**src/design/ttc_pkg.sv**
```systemverilog
// ----------------------------------------------------------------------------
// ttc_pkg
// types, constants and register codes shared by the tilt to cursor block
// ----------------------------------------------------------------------------
package ttc_pkg;

    localparam int ANGLE_W    = 16;
    localparam int DIFF_W     = 18;
    localparam int MAG_W      = 15;
    localparam int GAIN_W     = 24;
    localparam int PROD_W     = MAG_W + GAIN_W;
    localparam int FRAC_BITS  = 15;
    localparam int ROUNDED_W  = PROD_W + 1 - FRAC_BITS;
    localparam int AXIS_W     = 16;
    localparam int SMOOTH_SHIFT = 2;

    localparam int CFG_IDX_W  = 3;
    localparam int CFG_DATA_W = 24;

    localparam logic [CFG_IDX_W-1:0] CFG_YAW_CENTER  = 3'd0;
    localparam logic [CFG_IDX_W-1:0] CFG_ROLL_CENTER = 3'd1;
    localparam logic [CFG_IDX_W-1:0] CFG_DEAD_BAND   = 3'd2;
    localparam logic [CFG_IDX_W-1:0] CFG_GAIN        = 3'd3;

    localparam logic signed [DIFF_W-1:0] ANGLE_HALF_TURN = 18'sd23040;
    localparam logic signed [DIFF_W-1:0] ANGLE_FULL_TURN = 18'sd46080;

    localparam logic [MAG_W-1:0]  DEAD_BAND_RESET = 15'd192;
    localparam logic [GAIN_W-1:0] GAIN_RESET      = 24'd419418;

    localparam logic [PROD_W:0]      ROUND_HALF = (PROD_W+1)'(1) << (FRAC_BITS - 1);
    localparam logic [ROUNDED_W-1:0] POS_LIMIT  = ROUNDED_W'(32767);
    localparam logic [ROUNDED_W-1:0] NEG_LIMIT  = ROUNDED_W'(32768);

    typedef struct packed {
        logic signed [ANGLE_W-1:0] yaw_angle;
        logic signed [ANGLE_W-1:0] roll_angle;
    } t_in_item;

    typedef struct packed {
        logic signed [AXIS_W-1:0] cursor_x;
        logic signed [AXIS_W-1:0] cursor_y;
    } t_out_item;

    typedef struct packed {
        logic ld1;
        logic ld2;
        logic ld3;
    } t_lane_ctl;

    typedef struct packed {
        logic adv;
        logic space;
    } t_merge_ctl;

endpackage

```
**src/design/ttc_in_if.sv**
```systemverilog
// ----------------------------------------------------------------------------
// ttc_in_if
// valid/ready channel carrying one yaw/roll sample per transaction
// ----------------------------------------------------------------------------
interface ttc_in_if;
    import ttc_pkg::*;

    logic     valid;
    logic     ready;
    t_in_item data;

    modport source (output valid, output data, input ready);
    modport sink (input valid, input data, output ready);
endinterface

```
**src/design/ttc_out_if.sv**
```systemverilog
// ----------------------------------------------------------------------------
// ttc_out_if
// valid/ready channel carrying one cursor result per transaction
// ----------------------------------------------------------------------------
interface ttc_out_if;
    import ttc_pkg::*;

    logic      valid;
    logic      ready;
    t_out_item data;

    modport source (output valid, output data, input ready);
    modport sink (input valid, input data, output ready);
endinterface

```
**src/design/ttc_axis_lane.sv**
```systemverilog
// ----------------------------------------------------------------------------
// ttc_axis_lane
// one axis: center, wrap, dead band, gain multiply, round and saturate
// ----------------------------------------------------------------------------
module ttc_axis_lane (
    input  logic                                     i_clk,
    input  ttc_pkg::t_lane_ctl                       i_ctl,
    input  logic signed [ttc_pkg::ANGLE_W-1:0]       i_angle,
    input  logic signed [ttc_pkg::ANGLE_W-1:0]       i_center,
    input  logic        [ttc_pkg::MAG_W-1:0]         i_dead_band,
    input  logic        [ttc_pkg::GAIN_W-1:0]        i_gain,
    output logic signed [ttc_pkg::AXIS_W-1:0]        o_mapped
);
    import ttc_pkg::*;

    logic signed [DIFF_W-1:0]    w_diff;
    logic signed [DIFF_W-1:0]    w_wrap;
    logic        [DIFF_W-1:0]    w_abs;
    logic        [MAG_W-1:0]     w_mag;
    logic                        w_neg;
    logic                        w_zero;

    logic        [MAG_W-1:0]     r_mag;
    logic                        r_neg1;
    logic                        r_zero1;

    logic        [PROD_W-1:0]    r_prod;
    logic                        r_neg2;
    logic                        r_zero2;

    logic        [PROD_W:0]      w_sum;
    logic        [ROUNDED_W-1:0] w_r;
    logic        [ROUNDED_W-1:0] w_rneg;
    logic signed [AXIS_W-1:0]    n_mapped;
    logic signed [AXIS_W-1:0]    r_mapped;

    // stage 1: centered difference, wrap, magnitude, dead band
    always_comb begin
        w_diff = DIFF_W'(i_angle) - DIFF_W'(i_center);
        if (w_diff > ANGLE_HALF_TURN) begin
            w_wrap = w_diff - ANGLE_FULL_TURN;
        end else if (w_diff < -ANGLE_HALF_TURN) begin
            w_wrap = w_diff + ANGLE_FULL_TURN;
        end else begin
            w_wrap = w_diff;
        end
        w_neg  = w_wrap[DIFF_W-1];
        w_abs  = w_neg ? DIFF_W'(-w_wrap) : DIFF_W'(w_wrap);
        w_zero = (w_abs[MAG_W-1:0] <= i_dead_band);
        w_mag  = w_abs[MAG_W-1:0] - i_dead_band;
    end

    always_ff @(posedge i_clk) begin
        if (i_ctl.ld1) begin
            r_mag   <= w_mag;
            r_neg1  <= w_neg;
            r_zero1 <= w_zero;
        end
    end

    // stage 2: gain multiply
    always_ff @(posedge i_clk) begin
        if (i_ctl.ld2) begin
            r_prod  <= PROD_W'(r_mag) * PROD_W'(i_gain);
            r_neg2  <= r_neg1;
            r_zero2 <= r_zero1;
        end
    end

    // stage 3: round half away from zero, saturate
    always_comb begin
        w_sum  = {1'b0, r_prod} + ROUND_HALF;
        w_r    = w_sum[PROD_W:FRAC_BITS];
        w_rneg = ROUNDED_W'(0) - w_r;
        if (r_zero2) begin
            n_mapped = '0;
        end else if (r_neg2) begin
            n_mapped = (w_r > NEG_LIMIT) ? AXIS_W'(16'sh8000) : signed'(w_rneg[AXIS_W-1:0]);
        end else begin
            n_mapped = (w_r > POS_LIMIT) ? AXIS_W'(16'sh7fff) : signed'(w_r[AXIS_W-1:0]);
        end
    end

    always_ff @(posedge i_clk) begin
        if (i_ctl.ld3) begin
            r_mapped <= n_mapped;
        end
    end

    assign o_mapped = r_mapped;

endmodule

```
**src/design/ttc_smoother.sv**
```systemverilog
// ----------------------------------------------------------------------------
// ttc_smoother
// merges both lanes: zero clear, first-sample load, shift-by-two smoothing
// ----------------------------------------------------------------------------
module ttc_smoother (
    input  logic                                 i_clk,
    input  logic                                 i_rst_n,
    input  logic                                 i_valid,
    input  logic signed [ttc_pkg::AXIS_W-1:0]    i_mx,
    input  logic signed [ttc_pkg::AXIS_W-1:0]    i_my,
    output ttc_pkg::t_merge_ctl                  o_ctl,
    ttc_out_if.source                            o_out
);
    import ttc_pkg::*;

    logic signed [AXIS_W-1:0] r_sx;
    logic signed [AXIS_W-1:0] r_sy;
    logic signed [AXIS_W-1:0] n_sx;
    logic signed [AXIS_W-1:0] n_sy;
    logic                     r_primed;
    logic                     n_primed;
    logic                     r_ov;
    logic                     w_space;
    logic                     w_adv;
    logic signed [AXIS_W:0]   w_dx;
    logic signed [AXIS_W:0]   w_dy;
    logic signed [AXIS_W:0]   w_sumx;
    logic signed [AXIS_W:0]   w_sumy;

    assign w_space = !r_ov || o_out.ready;
    assign w_adv   = i_valid && w_space;

    always_comb begin
        w_dx   = (AXIS_W+1)'(i_mx) - (AXIS_W+1)'(r_sx);
        w_dy   = (AXIS_W+1)'(i_my) - (AXIS_W+1)'(r_sy);
        w_sumx = (AXIS_W+1)'(r_sx) + (w_dx >>> SMOOTH_SHIFT);
        w_sumy = (AXIS_W+1)'(r_sy) + (w_dy >>> SMOOTH_SHIFT);
        if (i_mx == '0 && i_my == '0) begin
            n_sx     = '0;
            n_sy     = '0;
            n_primed = 1'b0;
        end else if (!r_primed) begin
            n_sx     = i_mx;
            n_sy     = i_my;
            n_primed = 1'b1;
        end else begin
            n_sx     = w_sumx[AXIS_W-1:0];
            n_sy     = w_sumy[AXIS_W-1:0];
            n_primed = 1'b1;
        end
    end

    always_ff @(posedge i_clk) begin
        if (!i_rst_n) begin
            r_sx     <= '0;
            r_sy     <= '0;
            r_primed <= 1'b0;
            r_ov     <= 1'b0;
        end else begin
            if (w_space) begin
                r_ov <= i_valid;
            end
            if (w_adv) begin
                r_sx     <= n_sx;
                r_sy     <= n_sy;
                r_primed <= n_primed;
            end
        end
    end

    assign o_ctl.adv          = w_adv;
    assign o_ctl.space        = w_space;
    assign o_out.valid        = r_ov;
    assign o_out.data.cursor_x = r_sx;
    assign o_out.data.cursor_y = r_sy;

    a_unprimed_zero: assert property (@(posedge i_clk) disable iff (!i_rst_n)
        !r_primed |-> (r_sx == '0 && r_sy == '0))
        else $error("smoother holds a value while unprimed");

    a_zero_clears: assert property (@(posedge i_clk) disable iff (!i_rst_n)
        (w_adv && i_mx == '0 && i_my == '0) |=> (!r_primed && r_ov))
        else $error("zero sample did not clear smoother");

    a_first_load: assert property (@(posedge i_clk) disable iff (!i_rst_n)
        (w_adv && !r_primed && (i_mx != '0 || i_my != '0))
            |=> (r_primed && r_sx == $past(i_mx) && r_sy == $past(i_my)))
        else $error("first sample not loaded");

endmodule

```
**src/design/tilt_to_cursor_smoothing.sv**
```systemverilog
// ----------------------------------------------------------------------------
// tilt_to_cursor_smoothing
// maps yaw/roll samples to smoothed 16-bit cursor axes
// path: lane stage 1, stage 2 and stage 3 registers, then the smoother output register
// throughput: one transaction per cycle while the output accepts results
// reset: sync active low; lane data not reset, others to defaults, smoother unprimed
// ----------------------------------------------------------------------------
module tilt_to_cursor_smoothing (
    input  logic                                 i_clk,
    input  logic                                 i_rst_n,
    input  logic                                 i_cfg_we,
    input  logic [ttc_pkg::CFG_IDX_W-1:0]        i_cfg_index,
    input  logic [ttc_pkg::CFG_DATA_W-1:0]       i_cfg_data,
    ttc_in_if.sink                               i_in,
    ttc_out_if.source                            o_out
);
    import ttc_pkg::*;

    logic signed [ANGLE_W-1:0] r_yaw_center;
    logic signed [ANGLE_W-1:0] r_roll_center;
    logic        [MAG_W-1:0]   r_dead_band;
    logic        [GAIN_W-1:0]  r_gain;

    logic                      r_v1;
    logic                      r_v2;
    logic                      r_v3;
    logic                      w_free1;
    logic                      w_free2;
    logic                      w_free3;
    t_lane_ctl                 w_lane_ctl;
    t_merge_ctl                w_merge_ctl;
    logic signed [AXIS_W-1:0]  w_mx;
    logic signed [AXIS_W-1:0]  w_my;

    always_ff @(posedge i_clk) begin
        if (!i_rst_n) begin
            r_yaw_center  <= '0;
            r_roll_center <= '0;
            r_dead_band   <= DEAD_BAND_RESET;
            r_gain        <= GAIN_RESET;
        end else if (i_cfg_we) begin
            case (i_cfg_index)
                CFG_YAW_CENTER:  r_yaw_center  <= signed'(i_cfg_data[ANGLE_W-1:0]);
                CFG_ROLL_CENTER: r_roll_center <= signed'(i_cfg_data[ANGLE_W-1:0]);
                CFG_DEAD_BAND:   r_dead_band   <= i_cfg_data[MAG_W-1:0];
                CFG_GAIN:        r_gain        <= i_cfg_data[GAIN_W-1:0];
                default: begin
                end
            endcase
        end
    end

    assign w_free3 = !r_v3 || w_merge_ctl.space;
    assign w_free2 = !r_v2 || w_free3;
    assign w_free1 = !r_v1 || w_free2;

    assign w_lane_ctl.ld1 = w_free1;
    assign w_lane_ctl.ld2 = w_free2;
    assign w_lane_ctl.ld3 = w_free3;

    assign i_in.ready = w_free1;

    always_ff @(posedge i_clk) begin
        if (!i_rst_n) begin
            r_v1 <= 1'b0;
            r_v2 <= 1'b0;
            r_v3 <= 1'b0;
        end else begin
            if (w_free1) begin
                r_v1 <= i_in.valid;
            end
            if (w_free2) begin
                r_v2 <= r_v1;
            end
            if (w_free3) begin
                r_v3 <= r_v2;
            end
        end
    end

    ttc_axis_lane u_lane_yaw (
        .i_clk       (i_clk),
        .i_ctl       (w_lane_ctl),
        .i_angle     (i_in.data.yaw_angle),
        .i_center    (r_yaw_center),
        .i_dead_band (r_dead_band),
        .i_gain      (r_gain),
        .o_mapped    (w_mx)
    );

    ttc_axis_lane u_lane_roll (
        .i_clk       (i_clk),
        .i_ctl       (w_lane_ctl),
        .i_angle     (i_in.data.roll_angle),
        .i_center    (r_roll_center),
        .i_dead_band (r_dead_band),
        .i_gain      (r_gain),
        .o_mapped    (w_my)
    );

    ttc_smoother u_smoother (
        .i_clk   (i_clk),
        .i_rst_n (i_rst_n),
        .i_valid (r_v3),
        .i_mx    (w_mx),
        .i_my    (w_my),
        .o_ctl   (w_merge_ctl),
        .o_out   (o_out)
    );

    a_accept_enters: assert property (@(posedge i_clk) disable iff (!i_rst_n)
        (i_in.valid && i_in.ready) |=> r_v1)
        else $error("accepted transaction not captured");

    a_stall_holds: assert property (@(posedge i_clk) disable iff (!i_rst_n)
        (r_v1 && !w_free2) |=> r_v1)
        else $error("stalled transaction dropped");

    a_merge_result: assert property (@(posedge i_clk) disable iff (!i_rst_n)
        (r_v3 && w_merge_ctl.space) |=> o_out.valid)
        else $error("merged transaction produced no result");

    a_adv_matches: assert property (@(posedge i_clk) disable iff (!i_rst_n)
        w_merge_ctl.adv |-> r_v3)
        else $error("smoother advanced without a transaction");

endmodule

```
**src/flat_wrapper.sv**
```systemverilog
// flat-port wrapper written by rule: the top's interface ports become plain ports
module tilt_to_cursor_smoothing_flat import ttc_pkg::*;
  (i_clk, i_rst_n, i_cfg_we, i_cfg_index, i_cfg_data, i_in_valid, i_in_data, i_in_ready, o_out_valid, o_out_data, o_out_ready);
  ttc_in_if i_in_i ();
  ttc_out_if o_out_i ();
  input  logic i_clk;
  input  logic i_rst_n;
  input  logic i_cfg_we;
  input  logic [ttc_pkg::CFG_IDX_W-1:0] i_cfg_index;
  input  logic [ttc_pkg::CFG_DATA_W-1:0] i_cfg_data;
  input wire logic [$bits(i_in_i.valid)-1:0] i_in_valid;
  input wire logic [$bits(i_in_i.data)-1:0] i_in_data;
  output wire logic [$bits(i_in_i.ready)-1:0] i_in_ready;
  output wire logic [$bits(o_out_i.valid)-1:0] o_out_valid;
  output wire logic [$bits(o_out_i.data)-1:0] o_out_data;
  input wire logic [$bits(o_out_i.ready)-1:0] o_out_ready;
  assign i_in_i.valid = i_in_valid;
  assign i_in_i.data = i_in_data;
  assign i_in_ready = i_in_i.ready;
  assign o_out_valid = o_out_i.valid;
  assign o_out_data = o_out_i.data;
  assign o_out_i.ready = o_out_ready;
  tilt_to_cursor_smoothing u_core (.i_clk(i_clk), .i_rst_n(i_rst_n), .i_cfg_we(i_cfg_we), .i_cfg_index(i_cfg_index), .i_cfg_data(i_cfg_data), .i_in(i_in_i), .o_out(o_out_i));
endmodule
```
**config.mk**
```make
export PLATFORM = sky130hd
export DESIGN_NAME = tilt_to_cursor_smoothing_flat
export DESIGN_NICKNAME = d
export VERILOG_FILES = /design/src/design/ttc_pkg.sv /design/src/design/ttc_in_if.sv /design/src/design/ttc_out_if.sv /design/src/design/ttc_axis_lane.sv /design/src/design/ttc_smoother.sv /design/src/design/tilt_to_cursor_smoothing.sv /design/src/flat_wrapper.sv
export SDC_FILE = /design/constraint.sdc
export NUM_CORES = 2
export LEC_CHECK = 0
export BUFFER_PORTS_ARGS = -buffer_cell sky130_fd_sc_hd__buf_2
export CORE_ASPECT_RATIO = 1.1
export CORE_MARGIN = 8
export CORE_UTILIZATION = 45
export DETAILED_ROUTE_END_ITERATION = 10
export HOLD_SLACK_MARGIN = 0.08
export PLACE_DENSITY_LB_ADDON = 0.08
export RECOVER_POWER = 25
export SLEW_MARGIN = 10
export SYNTH_ARGS = -nofsm -noshare
export SYNTH_HDL_FRONTEND = slang
export SYNTH_SLANG_ARGS = --single-unit
```
**constraint.sdc**
```tcl
create_clock -name i_clk -period 7.1 [get_ports i_clk]
set_input_delay 0.355 -clock i_clk [delete_from_list [all_inputs] [get_ports i_clk]]
set_output_delay 0.355 -clock i_clk [all_outputs]
set_load 0.05 [all_outputs]
```
==> impl_summary.log <==
[metrics] CP max FO: 10
[metrics] register-to-register path setup slack: 310 ps
[metrics] transition time at the pin with the least slew margin: 3881 ps
[metrics] worst hold path type: in2reg
[metrics] most common flop cell mapped by yosys: edfxtp_1
[metrics] post-route clock period utilization: 0.9563
[metrics] kind of launch point of the worst setup path: flip-flop
[metrics] YS warnings: 0
[metrics] area growth from synthesis to layout: 9.370%
[metrics] Max stage delay cell, worst path: edfxtp_1
[metrics] syn_area_per_cell: 8.708 sq um
[metrics] die area: 93580 sq um
[metrics] CP Class: reg2reg
[metrics] Clock Sink Count: 228
[metrics] count of pins on the block boundary: 98
[metrics] result of the run: finished with violations
[metrics] register area share after synthesis: 0.1525
[metrics] Routed WL per cell: 17.66 um
[metrics] horizontal extent of the die: 292.4 um
[metrics] hold violation count in the final report: 0
[metrics] core area: 83330 sq um
[metrics] number of flops mapped to enable cells by yosys: 120
[metrics] launch instance of the worst register-to-register path: u_core.u_lane_yaw.r_mag[6]$_DFFE_PP_
[metrics] CTS tree: built
[metrics] Max H-tree Level: 1
[metrics] arrival time worst endpoint: 7130 ps
[metrics] Critical path origin: u_core.u_lane_yaw.r_mag[6]$_DFFE_PP_
[metrics] Cell Chain, Critical Path: buf_4, nand2_1, fa_1, fa_1, inv_1, fa_1, fa_1, fa_1, inv_1, fa_1, inv_1, ha_1, a21o_1, a21o_1, a21o_1, a21o_1, a21oi_1, nor2b_1, a31oi_2, or4_1, a21oi_2, a221oi_1, o21ba_2, xnor2_1
[metrics] RSZ-0062 raised after global routing: no
[metrics] number of unique standard cell types used by synthesis: 86
[metrics] maximum number of pins on one net before global-route repair: 92
[metrics] Routability Congestion: 0.8570
[metrics] ANT nets after route: 0
[metrics] First DRT Iteration DRCs: 1386
[metrics] site row count: 111
[metrics] master cell of the clock root buffer: clkbuf_16
[metrics] required time worst endpoint: 7440 ps
[metrics] CP dominant cell by count: fa_1
[metrics] number of global-route vias before repair: 29913
[metrics] count of mapped cells out of synthesis: 4343
[metrics] first-pass GRT wire length: 159600 um
[metrics] die boundary height: 320.0 um
[metrics] global route total overflow: 0
[metrics] register bit total from synthesis: 228
[metrics] cts bufs inserted: 31
[metrics] remaining routing DRC violations: 0
[metrics] Placement Cell Area: 39870 sq um
[metrics] share of async-settable or async-resettable flops after synthesis: 0
[metrics] initial antenna violation count: 4
[metrics] total setup violations reported at the end of the flow: 0
[metrics] Min-Delay Startpoint: i_cfg_data[9]
[metrics] per-cell via count in the routed design: 5.174
[metrics] Filler cells: 8101
[metrics] synthesized net count: 5311
[metrics] timing-limited maximum frequency: 147.3 MHz
[metrics] Clock Pin Slew Worst Setup and Hold Paths: 60 ps
[metrics] total count of max-transition violations in the final report: 150
[metrics] DP Wirelength: 80050 um
[metrics] quantity of I/O buffers inserted on ports: 97
[metrics] failing checks: max-capacitance violations, max-slew violations
[metrics] Layout Skew: 15.47 ps
[metrics] number of optimization iterations in the first detailed-route pass: 8
[metrics] starting density of the core: 0.4538
[metrics] total of max-cap violations: 3
[metrics] total number of vias: 28659
[metrics] post-route design area: 41360 sq um
[metrics] slowest cell delay on critical path: 650 ps
[metrics] overall track demand over capacity in global routing: 0.2097
[metrics] Final #Nets: 5408
[metrics] Crit. End Element: flip-flop
[metrics] fraction of layout cells with a size suffix above 1: 0.07504
[metrics] clock insertion delay at the later pin of the skew report: 590 ps
[metrics] buffer levels on the longest clock path: 3
[metrics] max-slew headroom at the worst pin: -1.587
[metrics] final WL: 97800 um
[metrics] Final min period: 6790 ps
[metrics] Cell Area, Synth: 37820 sq um
[metrics] aggregate negative setup slack: 0 ps
==> critical path: cells and delay by family (launching register included) <==
family	cells	cell delay, ps
buffers and inverters	4	430
AO/OA/AOI/OAI	9	1140
adder cells (fa/ha/maj)	7	3310
flip-flops	1	650
XOR/XNOR	1	110
AND/OR/NAND/NOR	3	910
==> flip-flops by register name, summed over array words and instances, names as in the netlist, 15 cells and up <==
signal	cells
u_core.u_lane_yaw.r_prod	25
u_core.u_smoother.r_sy	16
u_core.u_lane_yaw.r_mag	15
u_core.u_lane_yaw.o_mapped	16
u_core.u_lane_roll.r_mag	15
u_core.r_dead_band	15
u_core.u_lane_roll.r_prod	25
u_core.u_lane_roll.o_mapped	16
u_core.u_smoother.r_sx	16
u_core.r_roll_center	16
u_core.r_gain	24
u_core.r_yaw_center	16
==> routing by layer <==
layer  global-route usage  vias to the layer above  part of all wire  routed length, um
met1               0.2679                    13997              0.43              42330
met5                    0                        -           0.00011                 11
met2               0.3744                      565              0.50              48910
met3              0.02814                      125             0.044               4318
li1                     -                    13970                 -                  -
met4              0.04903                        2             0.023               2232
==> layout make-up <==
cell class / count / area (sq um) / area share
Sequential cell: 228 / 5784 / 0.1398
Tap cell: 1073 / 1343 / 0.03246
Inverter: 708 / 2658 / 0.06425
Timing Repair Buffer: 253 / 1812 / 0.04380
Antenna cell: 2 / 5.005 / 0.0001210
Clock buffer: 41 / 875.8 / 0.02118
Clock inverter: 16 / 140.1 / 0.003388
Multi-Input combinational cell: 3218 / 28740 / 0.6950
==> synth_stat cells (17+ instances only) <==
library cell	n	share of area
o21ai_0	99	0.013
dfxtp_1	108	0.057
nor3_1	46	0.0061
edfxtp_1	120	0.095
nor4_1	18	0.0030
a21oi_1	137	0.018
o31ai_1	17	0.0034
nor2b_1	32	0.0053
ha_1	332	0.11
mux2i_1	37	0.0098
nand3_1	69	0.0091
nand2b_1	27	0.0045
and2_1	313	0.052
inv_1	704	0.070
xnor2_1	125	0.029
fa_1	572	0.30
o21a_1	30	0.0060
nand2_1	734	0.073
xor2_1	71	0.016
and3_1	32	0.0053
a21o_1	44	0.0087
a21boi_0	73	0.014
nand4_1	23	0.0038
nor2_1	177	0.018
clkbuf_1	183	0.018
==> kinds of logic (layout without fill, tap and decap cells) <==
logic type               count (synthesis)  count (layout)  synth area share
multiplexers                            44              44           0.01188
XOR/XNOR                               196             196           0.04539
AO/OA/AOI/OAI                          559             559            0.1005
flip-flops                             228             228            0.1525
buffers and inverters                  897            1018           0.08910
AND/OR/NAND/NOR                       1515            1515            0.1880
other                                    0               2                 0
adder cells (fa/ha/maj)                904             904            0.4126
==> what timing repair did <==
item	4_1_cts	5_1_grt
hold buffers	21	0
hold endpoints to repair	33	0
buffers inserted	0	21
gates resized for setup	0	28
setup endpoints to repair	0	18
==> stage by stage <==
stage	setup slack [ps]	util	hold slack [ps]	std cells
after floorplan	400.4	-	400.3	4343
after global placement	173.1	0.4785	415.0	5438
after detailed placement	117.7	0.4785	412.5	5438
after CTS	107.2	0.4932	81.27	5516
after global routing	4.908	0.4963	103.8	5537
final	310.0	0.4964	115.2	5539
==> final timing paths <==
path,cells past startpoint,endpoint
min,3,u_core.r_dead_band[9]$_SDFFE_PN0P_
max,24,u_core.u_lane_yaw.r_prod[38]$_DFFE_PP_
min reg2reg,0,u_core.u_lane_roll.r_zero2$_DFFE_PP_
max reg2reg,24,u_core.u_lane_yaw.r_prod[38]$_DFFE_PP_
==> cells in the final DEF (no fill, tap or decap), types with 15 or more instances in the layout <==
cell,n
a21oi_1,136
buf_2,96
dlygate4sd3_1,21
buf_4,120
fa_1,572
xnor2_1,125
a21boi_0,73
xor2_1,71
nand4_1,23
and2_1,313
mux2i_1,37
o21bai_1,15
nand2_1,732
or3_1,15
nor2_1,177
edfxtp_1,120
nor3_1,46
a211oi_1,16
nand3_1,69
dfxtp_1,97
ha_1,332
inv_1,703
o31ai_1,17
o21a_1,30
nor2b_1,32
and3_1,32
nand2b_1,27
a21o_1,44
o21ai_0,97
nor4_1,17
clkbuf_16,33
Power is not shown: default switching activity piles up to over one toggle a cycle in this logic, so the estimate is an artifact.
